<file path="src/hw/rtl/rss_pkg.sv">
// ----------------------------------------------------------------------------
// rss_pkg: shared types and codes for the rank select block
// Action codes, word widths and the structs that run along the cell row.
// ----------------------------------------------------------------------------
package rss_pkg;

    localparam int unsigned ValueW = 32;
    localparam int unsigned RankW  = 8;
    localparam int unsigned ActW   = 2;

    localparam logic [ActW-1:0] ACT_APPEND = 2'd0;
    localparam logic [ActW-1:0] ACT_QUERY  = 2'd1;
    localparam logic [ActW-1:0] ACT_CLEAR  = 2'd2;

    typedef logic signed [ValueW-1:0] value_t;
    typedef logic [RankW-1:0]         rank_t;
    typedef logic [ActW-1:0]          action_t;

    // broadcast from the control to every cell
    typedef struct packed {
        logic   ins;     // insert value this cycle
        logic   tok_en;  // query token advances this cycle
        value_t value;   // value being inserted
        rank_t  rank;    // rank of the query in flight
    } rss_bcast_t;

    // handed from one cell to its right neighbor
    typedef struct packed {
        logic   gt;       // neighbor holds a value above the insert value (or is empty)
        value_t val;      // neighbor's stored value
        logic   tok_vld;  // query token present
        value_t tok_data; // value picked up by the token
    } rss_link_t;

endpackage

</file>
<file path="src/hw/rtl/rss_cell.sv">
// ----------------------------------------------------------------------------
// rss_cell: one slot of the ordered value row
// Holds one value; on insert keeps, takes the new value or shifts in its left
// neighbor's value. Also passes the query token one slot per cycle while bcast.tok_en is high.
// ----------------------------------------------------------------------------
module rss_cell #(
    parameter int unsigned INDEX    = 0,
    parameter int unsigned CAPACITY = 128
) (
    input  logic                                 aclk,
    input  logic                                 aresetn,
    input  rss_pkg::rss_bcast_t                  bcast,
    input  logic [$clog2(CAPACITY+1)-1:0]        count,
    input  rss_pkg::rss_link_t                   left,
    output rss_pkg::rss_link_t                   right
);
    import rss_pkg::*;

    value_t store_reg;
    logic   tok_vld_reg;
    value_t tok_data_reg;
    logic   occupied;
    logic   gt;
    logic   hit;

    assign occupied = (INDEX < int'(count));
    // an empty slot counts as "greater", so the row stays sorted
    assign gt       = !occupied || (store_reg > bcast.value);
    assign hit      = left.tok_vld && (int'(bcast.rank) == int'(INDEX) + 1);

    always_ff @(posedge aclk) begin
        if (bcast.ins && gt) begin
            store_reg <= left.gt ? left.val : bcast.value;
        end
    end

    always_ff @(posedge aclk) begin
        if (!aresetn) begin
            tok_vld_reg <= 1'b0;
        end else if (bcast.tok_en) begin
            tok_vld_reg <= left.tok_vld;
        end
    end

    always_ff @(posedge aclk) begin
        if (bcast.tok_en) begin
            tok_data_reg <= hit ? store_reg : left.tok_data;
        end
    end

    assign right.gt       = gt;
    assign right.val      = store_reg;
    assign right.tok_vld  = tok_vld_reg;
    assign right.tok_data = tok_data_reg;

endmodule

</file>
<file path="config.mk">
export PLATFORM = sky130hd
export DESIGN_NAME = rss_cell
export DESIGN_NICKNAME = d
export VERILOG_FILES = /design/src/hw/rtl/rss_pkg.sv /design/src/hw/rtl/rss_cell.sv
export SDC_FILE = /design/constraint.sdc
export NUM_CORES = 1
export LEC_CHECK = 0
export BUFFER_PORTS_ARGS = -buffer_cell sky130_fd_sc_hd__buf_2
export CORE_MARGIN = 1
export CORE_UTILIZATION = 46
export CTS_BUF_LIST = sky130_fd_sc_hd__clkbuf_16
export DETAILED_ROUTE_END_ITERATION = 7
export PLACE_DENSITY = 0.82
export SYNTH_ARGS = -nofsm -noshare
export SYNTH_HDL_FRONTEND = slang
export SYNTH_SLANG_ARGS = --single-unit
</file>
<file path="constraint.sdc">
create_clock -name aclk -period 3.3 [get_ports aclk]
set_input_delay 0.165 -clock aclk [delete_from_list [all_inputs] [get_ports aclk]]
set_output_delay 0.165 -clock aclk [all_outputs]
set_load 0.01 [all_outputs]
</file>
[Word-level counts from Yosys, hierarchy flattened]
Cells that the tools add are included.
Operators by class
  add/subtract/negate cells: 0
  reductions and logical operators: 4
  shifts and indexed selects: 0
  magnitude comparators: 2
  divide/modulo/power cells: 0
  multiply operators: 0
  equality and inequality tests: 1
  muxes and demuxes: 2
  bitwise gates (word level): 0
Operator list (count)
  two-way mux 32 bit: 2
  greater-than comparator 32 bit: 1
  equality test 8 x 2 -> 1 bit, second input constant: 1
  < comparator 1 x 8 -> 1 bit, first input constant: 1
  logical AND 1 bit: 2
  zero test 1 bit: 1
  logical OR 1 bit: 1
Storage, ports and cells
  input bits: 118
  flip-flop bits (word level): 65
  ROM bits: 0
  latch bits: 0
  output and inout port bits: 66
  RAM bits: 0
  memories: 0

[Depth between registers and ports, before layout]
Gate-level depths: netlist of run 1.
  depth after elaboration: 4
  mapped depth: 9
  mapped depth without buffers: 8

[Worst setup path before layout of run 1]
No wires, ideal clock.
  kind: reg2reg
  start: register store_reg[31]
  end: register store_reg[0], enable pin
  setup time: 0.392 ns
  slack: 0.221 ns
  buffers on the path: 0
  stages on the path, launching flop included: 8
  period minus slack after synthesis: 3.079 ns
  data arrival time: 2.686 ns
  path through: edfxtp_1 ha_1 nand4_1 nor4_1 inv_1 nor4_2 a221oi_1 and4bb_1
Between the ends
  cells in the longest elaborated chain, start to end: 3
Ends and longest elaborated chain
  start: declaration: RTL line rss_cell.sv:19  | value_t store_reg;
  start signal: assignment: RTL line rss_cell.sv:33  | store_reg <= left.gt ? left.val : bcast.value;
  greater-than comparator 32 bit: RTL line rss_cell.sv:28  | assign gt = !occupied || (store_reg > bcast.value);
  logical OR 1 bit: RTL line rss_cell.sv:28
  logical AND 1 bit: RTL line rss_cell.sv:32  | if (bcast.ins && gt) begin
Every way passes these cells.
A chain may end at the register's enable or synchronous reset.

[Final worst setup path of run 1]
  start: register store_reg[31]
  end: register store_reg[8], enable pin
Same word-level chain as after synthesis.

==> results of run 1 <==
metal layers:
metal	global-route usage	vias to the layer above	wire length, um
li1	-	1467	-
met1	0.261	1391	3710
met2	0.398	117	4890
met3	0.0360	18	564
met4	0.103	0	203
met5	0	-	0
Yosys cell counts, types with 2 or more instances:
library cell and n:
nor2_1 4, a21oi_1 13, inv_1 34, buf_6 3, nor2b_1 2, nand2_1 41
buf_4 2, nor3b_1 2, ha_1 32, edfxtp_1 64, nor3_1 2, a211oi_1 3
nand3_1 3, mux2_4 28, mux2_2 4, clkbuf_1 7, nand4_1 7, o21ai_0 36
or4_1 3
kinds of logic (layout without fill, tap and decap cells):
family / Yosys count / in the layout / synth area share
simple gates: 69 / 69 / 0.0960
buf+inv: 46 / 236 / 0.0552
compound gates: 56 / 56 / 0.0817
mux: 33 / 33 / 0.129
flops: 65 / 65 / 0.529
fa+ha+maj: 32 / 32 / 0.109
cell usage in the layout, fill, tap and decap left out, types with 2 or more instances in the layout:
master and n:
buf_2 183, edfxtp_1 64, nand2_1 41, inv_1 36, o21ai_0 36, ha_1 32
mux2_4 28, a21oi_1 13, clkbuf_16 9, nand4_1 7, mux2_2 4, nor2_1 4
or4_1 3, a211oi_1 3, nand3_1 3, buf_4 3, nor2b_1 2, nor3_1 2
nor3b_1 2, clkinv_1 2, clkinv_2 2
critical path: stages (launching register included):
cell	delay, ps
edfxtp_1	410
ha_1	350
nand4_1	180
nor4_1	430
inv_1	100
nor4_2	280
a221oi_1	140
and4bb_2	330
buf_4	310
area by class of cell:
cell class / instances / area [um^2] / area share
clock buffer: 9 / 225 / 0.0455
multi-input combinational: 190 / 1530 / 0.309
sequential: 65 / 1940 / 0.393
clock inverter: 7 / 55.1 / 0.0111
inverter: 34 / 128 / 0.0258
timing repair buffer: 186 / 938 / 0.190
tap: 102 / 128 / 0.0258
power groups by stage:
stage	sequential (mW)	clock (mW)	combinational (mW)
CTS	1.05	0.904	0.435
floorplan	1.10	0	0.186
detailed placement	1.06	0	0.432
finish	1.05	0.893	0.433
global placement	1.06	0	0.418
global route	1.06	0.946	0.474
how the worst max path moves through the flow:
stage	endpoint	depth (start not counted)
after floorplan	store_reg[0]$_DFFE_PP_	7
after global placement	store_reg[6]$_DFFE_PP_	8
after detailed placement	store_reg[25]$_DFFE_PP_	8
after CTS	store_reg[25]$_DFFE_PP_	8
after global routing	store_reg[27]$_DFFE_PP_	8
final	store_reg[8]$_DFFE_PP_	8
==> flow_summary_export.csv, run 1 <==
group,metric,value,unit
outcome,outcome,"finished, final reports clean",
drt,ant_nets,0,
hold_path,min_path_type,"in2reg",
yosys,synthCells,301,
drt,dr.pass1.iters,4,
worst_setup_path,end_kind,"flip-flop",
pwr,p_seq_frac,0.441,
pwr,p_leak,2.46,nW
timing,skew,6.78,ps
cts,postCtsSetupBuffers,0,
global_route,grt_antenna_before_repair,0,
yosys,synth_seq_area_share,0.529,
layout,layout-drive-gt1-share,0.477,
pwr,peakVddDrop,0.285,mV
worst_setup_path,reg2reg_to,"store_reg[8]$_DFFE_PP_",
worst_setup_path,cp.arrival,2860,ps
cts,clockBufferDepth,2,
hold_path,min_to,"tok_vld_reg$_SDFFE_PN0P_",
floorplanning,coreArea,7730,um^2
yosys,synth.area.top_cells,"edfxtp_1 (52%), mux2_4 (11%), ha_1 (11%)",
pwr,p_per_area,480,nW/um^2
pwr,clockPowerShare,0.376,
worst_setup_path,ff2ff_setup_slack,430,ps
cts,holdBufCountCts,0,
timing,setup_tns,0,ps
floorplanning,num_rows,32,
global_route,grt_use_total,0.223,
layout,diodes,0,
worst_setup_path,start_kind,"flip-flop",
place,place.gp.congestion,0.860,
layout,syn_to_final_growth,34.6,%
timing,max-slew-margin-rel,0.354,
hold_path,worstHoldStart,"aresetn",
yosys,synth-edff-count,64,
global_route,grt_overflow_total,0,
drt,drc,0,
cts,cts.sinks,65,
cts,numCtsBuffers,9,
hold_path,min_path_cells,2,
timing,fin_ws,427,ps
floorplanning,io_pins,184,
yosys,syn_area_per_cell,12.2,um^2
timing,finalMaxSlewViolations,0,
yosys,synth_top_cell_by_area,"edfxtp_1",
layout,fin_nets,636,
place,dp_hpwl,7230,um
cts,cts_tree,"done",
global_route,grt_max_degree,64,
worst_setup_path,path_class,"reg2reg",
cts,postCtsResizedCells,0,
flow_run,cap_violations,0,
timing,rsz0062_at_grt,"false",
timing,hold_ws,82.7,ps
cts,clkTransAtPathRegs,50,ps
layout,final_area,4940,um^2
worst_setup_path,worst_r2r_path_depth,8,
drt,vias,2993,
worst_setup_path,timing.rr.start,"store_reg[31]$_DFFE_PP_",
pwr,swShare,0.252,
timing,timing_hold_violations_final,0,
yosys,synth_cell_types,30,
cts,clkLatencyLatePin,320,ps
global_route,grt_first_pass_wirelength,14300,um
floorplanning,dieArea,8350,um^2
drt,postRouteWirelength,9370,um
layout,stdcell_count,593,
drt,wl_per_cell,15.8,um
yosys,synth-seq-cells,65,
worst_setup_path,path_max_fanout,23,
global_route,grt_pass1_vias,2981,
timing,max_freq,0.348,GHz
layout,fin_util,0.640,
yosys,netlist_area,3670,um^2
timing,period_minus_slack,2870,ps
drt,viasPerCell,5.05,
timing,setup_viol,0,
pwr,comb_power_share,0.183,
worst_setup_path,cp-startpoint,"store_reg[31]$_DFFE_PP_",
worst_setup_path,cp.required,3280,ps
timing,worst_pin_slew,969,ps
floorplanning,initial_utilization,0.475,
layout,fillCellCount,629,
cts,cts_root_buf,"clkbuf_16",
yosys,ys.flop_type,"edfxtp_1",
yosys,yosysWarningCount,0,
yosys,synthArstFlopShare,0,
floorplanning,die_x,91.4,um
timing,fin_crit_sh,0.871,
yosys,syn_nets,451,
pwr,p_sw,0.598,mW
place,placed_area,4660,um^2
place,dp_cells,577,
place,port_buffers,183,
cts,h-tree-depth,3,
place,dp_slack,437,ps
drt,drt_iter0_markers,61,
pwr,cell_internal_pwr,1.78,mW
yosys,synth_top_area_frac,0.523,
pwr,p_total,2.37,mW
floorplanning,fp.dieH,91.4,um
(Power assumes the default switching activity.)
==> run 2: changes to the inputs <==
--- a/config.mk
+++ b/config.mk
@@ -7,10 +7,11 @@
 export LEC_CHECK = 0
 export BUFFER_PORTS_ARGS = -buffer_cell sky130_fd_sc_hd__buf_2
 export CORE_MARGIN = 1
-export CORE_UTILIZATION = 46
+export CORE_UTILIZATION = 50
 export CTS_BUF_LIST = sky130_fd_sc_hd__clkbuf_16
 export DETAILED_ROUTE_END_ITERATION = 7
-export PLACE_DENSITY = 0.82
+export PLACE_DENSITY = 0.88
 export SYNTH_ARGS = -nofsm -noshare
 export SYNTH_HDL_FRONTEND = slang
 export SYNTH_SLANG_ARGS = --single-unit
+export TNS_END_PERCENT = 10
==> constraint.sdc (replaced) <==
create_clock -name aclk -period 3.65 [get_ports aclk]
set_input_delay 0.1825 -clock aclk [delete_from_list [all_inputs] [get_ports aclk]]
set_output_delay 0.1825 -clock aclk [all_outputs]
set_load 0.01 [all_outputs]
==> run 2 against run 1 <==
Against the previous run: design area fell by 0.20%; critical path type unchanged; fmax fell by 6.9%; non-clock buffer count fell by 2; clock-buffer cell count did not move; combinational power fell by 9.2%; highest routed layer unchanged; power fell by 9.6%; die area fell by 7.8%; worst hold slack improved by 5.6 ps; wire length barely moved.
==> flow_summary_export.csv, run 2 (synthesis gave the netlist of run 1 again) <==
group,metric,value,unit
worst_setup_path,end_kind,"flip-flop",
worst_setup_path,cpPeakStageDelay,620,ps
hold_path,min_path_type,"in2reg",
drt,dr.pass1.iters,4,
layout,final_area,4930,um^2
layout,stdcell_count,585,
layout,layout-drive-gt1-share,0.474,
place,port_buffers,183,
global_route,grt_pass1_vias,2929,
timing,timing_hold_violations_final,0,
worst_setup_path,path_class,"reg2reg",
timing,max_freq,0.324,GHz
timing,worst_pin_slew,956,ps
floorplanning,dieArea,7690,um^2
cts,numCtsBuffers,9,
place,place.gp.congestion,0.780,
drt,ant_nets,0,
worst_setup_path,worst_r2r_path_depth,8,
pwr,p_leak,2.46,nW
drt,drt_iter0_markers,135,
timing,max-slew-margin-rel,0.363,
drt,viasPerCell,5.12,
cts,postCtsResizedCells,0,
timing,setup_tns,0,ps
timing,fin_crit_sh,0.845,
floorplanning,num_rows,30,
global_route,grt_first_pass_wirelength,13700,um
floorplanning,io_pins,184,
drt,vias,2998,
place,dp_hpwl,7230,um
timing,rsz0062_at_grt,"false",
place,dp_cells,569,
floorplanning,fp.dieH,87.7,um
worst_setup_path,start_kind,"flip-flop",
timing,hold_ws,88.3,ps
drt,postRouteWirelength,9370,um
outcome,outcome,"finished, final reports clean",
worst_setup_path,ff2ff_setup_slack,560,ps
global_route,grt_use_total,0.239,
worst_setup_path,cp.arrival,3100,ps
floorplanning,initial_utilization,0.529,
cts,clockBufferDepth,2,
cts,cts_tree,"done",
drt,drc,0,
cts,postCtsSetupBuffers,0,
layout,syn_to_final_growth,34.3,%
pwr,p_per_area,435,nW/um^2
place,placed_area,4650,um^2
cts,cts_root_buf,"clkbuf_16",
global_route,grt_antenna_before_repair,0,
cts,h-tree-depth,3,
layout,final_cell_mix,"buf_2 (183), edfxtp_1 (64), nand2_1 (41), inv_1 (37), o21ai_0 (36)",
pwr,peakVddDrop,0.252,mV
worst_setup_path,cp.required,3670,ps
worst_setup_path,cp_slowest_cell,"and4bb_2",
floorplanning,die_x,87.7,um
flow_run,cap_violations,0,
floorplanning,coreArea,6940,um^2
global_route,grt_overflow_total,0,
cts,clkLatencyLatePin,320,ps
global_route,grt_max_degree,64,
worst_setup_path,crit_path_cell_trace,"ha_1 -> nand4_1 -> nor4_1 -> inv_1 -> nor4_2 -> a221oi_1 -> and4bb_2 -> buf_12",
timing,period_minus_slack,3090,ps
hold_path,min_path_cells,2,
cts,cts.sinks,65,
timing,skew,7.59,ps
cts,holdBufCountCts,0,
drt,wl_per_cell,16.0,um
timing,finalMaxSlewViolations,0,
cts,clkTransAtPathRegs,50,ps
layout,diodes,0,
layout,fin_nets,634,
layout,final_common_cell,"buf_2",
timing,setup_viol,0,
worst_setup_path,path_max_fanout,18,
==> run 2: cell count changes in the layout (fill, tap and decap cells not counted) <==
cell / before / now
buf_12: 0 / 1
buf_4: 3 / 0
clkinv_1: 2 / 1
inv_1: 36 / 37
==> run 2: worst max-delay path, delay by kind of cell (launching register included) <==
| kind | cells | cell delay [ps] |
|---|---|---|
| AOI/OAI and AO/OA | 1 | 140 |
| DFF | 1 | 430 |
| buffers and inverters | 2 | 320 |
| adders and majority gates | 1 | 360 |
| and+or+nand+nor | 4 | 1520 |
==> run 2: final timing paths <==
kind | start | end
min reg2reg | tok_vld_reg$_SDFFE_PN0P_ | tok_vld_reg$_SDFFE_PN0P_
max reg2reg | store_reg[31]$_DFFE_PP_ | store_reg[2]$_DFFE_PP_
max | store_reg[31]$_DFFE_PP_ | store_reg[2]$_DFFE_PP_
min | aresetn | tok_vld_reg$_SDFFE_PN0P_
==> run 2: per-stage QoR <==
stage / utilization / total power [mW] / setup WS (ps)
after floorplan: - / 1.16 / 571
after global placement: 0.670 / 1.34 / 655
after detailed placement: 0.670 / 1.36 / 580
after CTS: 0.711 / 2.15 / 549
after global routing: 0.711 / 2.23 / 262
final: 0.711 / 2.15 / 564
==> run 2: per-layer routing <==
layer / global-route usage / wire length (um) / vias to the layer above
met5: 0 / 0 / -
met3: 0.0396 / 469 / 18
met4: 0.112 / 224 / 0
met1: 0.284 / 3800 / 1390
li1: - / - / 1461
met2: 0.422 / 4880 / 129
==> run 2: where the power goes <==
| part | leakage (nW) | switching (mW) | internal, mW |
|---|---|---|---|
| registers | 0.628 | 0.0397 | 0.909 |
| logic | 1.68 | 0.210 | 0.183 |
| clock network | 0.150 | 0.289 | 0.516 |
| total | 2.46 | 0.539 | 1.61 |
==> run 2: cell type report <==
| type | count | area (um^2) |
|---|---|---|
| fill | 513 | 2010 |
| sequential | 65 | 1940 |
| multi-input combinational | 190 | 1530 |
| timing repair buffer | 184 | 936 |
| clock buffer | 9 | 225 |
| inverter | 34 | 128 |
| tap | 96 | 120 |
| clock inverter | 7 | 55.1 |
==> run 3: changes to the inputs <==
--- a/config.mk
+++ b/config.mk
@@ -7,10 +7,10 @@
 export LEC_CHECK = 0
 export BUFFER_PORTS_ARGS = -buffer_cell sky130_fd_sc_hd__buf_2
 export CORE_MARGIN = 1
-export CORE_UTILIZATION = 50
+export CORE_UTILIZATION = 42
 export CTS_BUF_LIST = sky130_fd_sc_hd__clkbuf_16
 export DETAILED_ROUTE_END_ITERATION = 7
-export PLACE_DENSITY = 0.88
+export PLACE_DENSITY = 0.79
 export SYNTH_ARGS = -nofsm -noshare
 export SYNTH_HDL_FRONTEND = slang
 export SYNTH_SLANG_ARGS = --single-unit
==> constraint.sdc (replaced) <==
create_clock -name aclk -period 2.8 [get_ports aclk]
set_input_delay 0.14 -clock aclk [delete_from_list [all_inputs] [get_ports aclk]]
set_output_delay 0.14 -clock aclk [all_outputs]
set_load 0.01 [all_outputs]
==> run 3 against run 2 <==
Against the previous run: worst hold slack got worse by 48 ps; critical path depth did not move; non-clock buffer count rose by 6; design area rose by 2.7%; critical endpoint is now right[65]; clock skew rose by 6.5 ps; largest power group unchanged; critical path type is now reg2out; clock power rose by 32%; sequential power rose by 31%.
==> flow_summary_export.csv, run 3 (synthesis gave the netlist of run 1 again) <==
group,metric,value,unit
global_route,grt_use_total,0.212,
place,dp_cells,582,
drt,wl_per_cell,16.2,um
cts,cts_tree,"done",
floorplanning,coreArea,8340,um^2
layout,fin_nets,640,
place,dp_hpwl,7500,um
drt,vias,3016,
place,place.gp.congestion,0.816,
timing,timing_hold_violations_final,0,
floorplanning,dieArea,9120,um^2
timing,setup_viol,0,
flow_run,cap_violations,0,
timing,finalMaxSlewViolations,0,
global_route,grt_max_degree,41,
cts,clockBufferDepth,2,
floorplanning,fp.dieH,95.5,um
floorplanning,num_rows,33,
layout,syn_to_final_growth,38.0,%
worst_setup_path,path_max_fanout,3,
timing,skew,14.0,ps
drt,dr.pass1.iters,5,
floorplanning,io_pins,184,
layout,fillCellCount,701,
worst_setup_path,path_class,"reg2out",
layout,diodes,0,
floorplanning,die_x,95.5,um
worst_setup_path,cpPeakStageDelay,420,ps
drt,ant_nets,0,
pwr,p_sw,0.728,mW
floorplanning,initial_utilization,0.440,
global_route,grt_overflow_total,0,
outcome,outcome,"finished, final reports clean",
worst_setup_path,end_kind,"output port",
cts,clkLatencyLatePin,320,ps
worst_setup_path,cp.arrival,2540,ps
global_route,grt_pass1_vias,2961,
pwr,p_leak,2.52,nW
hold_path,min_path_type,"in2reg",
pwr,peakVddDrop,0.266,mV
pwr,comb_power_share,0.191,
layout,layout-drive-gt1-share,0.491,
pwr,p_seq_frac,0.435,
timing,worst_pin_slew,851,ps
timing,max-slew-margin-rel,0.433,
drt,postRouteWirelength,9700,um
worst_setup_path,crit_path_cell_trace,"ha_1 -> nand4_1 -> nor4_4 -> inv_1 -> nor4_4 -> a221oi_2 -> nor3b_2 -> buf_2",
cts,holdBufCountCts,0,
pwr,p_total,2.84,mW
worst_setup_path,cp_slowest_cell,"edfxtp_1",
worst_setup_path,ff2ff_setup_slack,120,ps
pwr,clockPowerShare,0.374,
layout,final_common_cell,"buf_2",
worst_setup_path,cpMostUsedCell,"nor4_4",
global_route,grt_first_pass_wirelength,14300,um
cts,h-tree-depth,3,
timing,hold_ws,40.5,ps
drt,drt_iter0_markers,71,
worst_setup_path,start_kind,"flip-flop",
timing,fin_crit_sh,0.959,
pwr,swShare,0.256,
cts,cts.sinks,65,
layout,stdcell_count,600,
global_route,grt_antenna_before_repair,0,
place,port_buffers,183,
cts,numCtsBuffers,9,
drt,viasPerCell,5.03,
timing,period_minus_slack,2680,ps
layout,final_cell_mix,"buf_2 (183), edfxtp_1 (64), nand2_1 (41), inv_1 (37), o21ai_0 (36)",
drt,drc,0,
pwr,p_per_area,560,nW/um^2
cts,clkTransAtPathRegs,50,ps
pwr,cell_internal_pwr,2.11,mW
worst_setup_path,cp.required,2660,ps
timing,max_freq,0.373,GHz
cts,cts_root_buf,"clkbuf_16",
[run 3: layer usage]
layer	vias to the layer above	GRT usage	share of wire
met5	-	0	0
met4	0	0.0572	0.0065
met3	7	0.0447	0.066
met2	131	0.388	0.52
met1	1401	0.250	0.41
li1	1477	-	-
[run 3: power by group through the flow]
stage	clock [mW]	combinational [mW]	sequential [mW]
finish	1.06	0.541	1.24
global route	1.12	0.602	1.25
CTS	1.07	0.533	1.24
detailed placement	0	0.525	1.26
global placement	0	0.508	1.25
floorplan	0	0.221	1.29
[run 3: worst max-delay path, delay by kind of cell, from the launching register on]
kind	cells	cell delay [ps]
AO/OA/AOI/OAI	1	110
buffers and inverters	2	300
flip-flops	1	420
AND/OR/NAND/NOR	4	1050
adder cells (fa/ha/maj)	1	340
[run 3: timing repair]
action                                  in CTS  in global routing
buffers inserted                             0                  2
resized for setup                            2                  5
pin swaps                                    0                  4
endpoints found under the setup margin      13                 33
[run 3: stage by stage]
stage                util  TNS [ps]  worst slack (ps)  area, um^2
detailed placement  0.565         0              22.1        4710
CTS                 0.600         0              16.5        5010
floorplan               -         0               171        3680
global route        0.608     -28.3             -28.3        5070
finish              0.608         0               116        5070
global placement    0.565         0               129        4710
[run 3: cell type report]
class | count | area, um^2 | area share
Sequential cell | 65 | 1940 | 0.383
Tap cell | 105 | 131 | 0.0259
Multi-Input combinational cell | 190 | 1590 | 0.314
Clock buffer | 9 | 225 | 0.0444
Clock inverter | 7 | 57.6 | 0.0114
Inverter | 34 | 128 | 0.0252
Timing Repair Buffer | 190 | 993 | 0.196
[run 3: final timing paths]
| check | start | to | cells past startpoint |
|---|---|---|---|
| max | store_reg[23]$_DFFE_PP_ | right[65] | 8 |
| min | aresetn | tok_vld_reg$_SDFFE_PN0P_ | 2 |
| max reg2reg | store_reg[23]$_DFFE_PP_ | store_reg[28]$_DFFE_PP_ | 8 |
| min reg2reg | tok_vld_reg$_SDFFE_PN0P_ | tok_vld_reg$_SDFFE_PN0P_ | 2 |
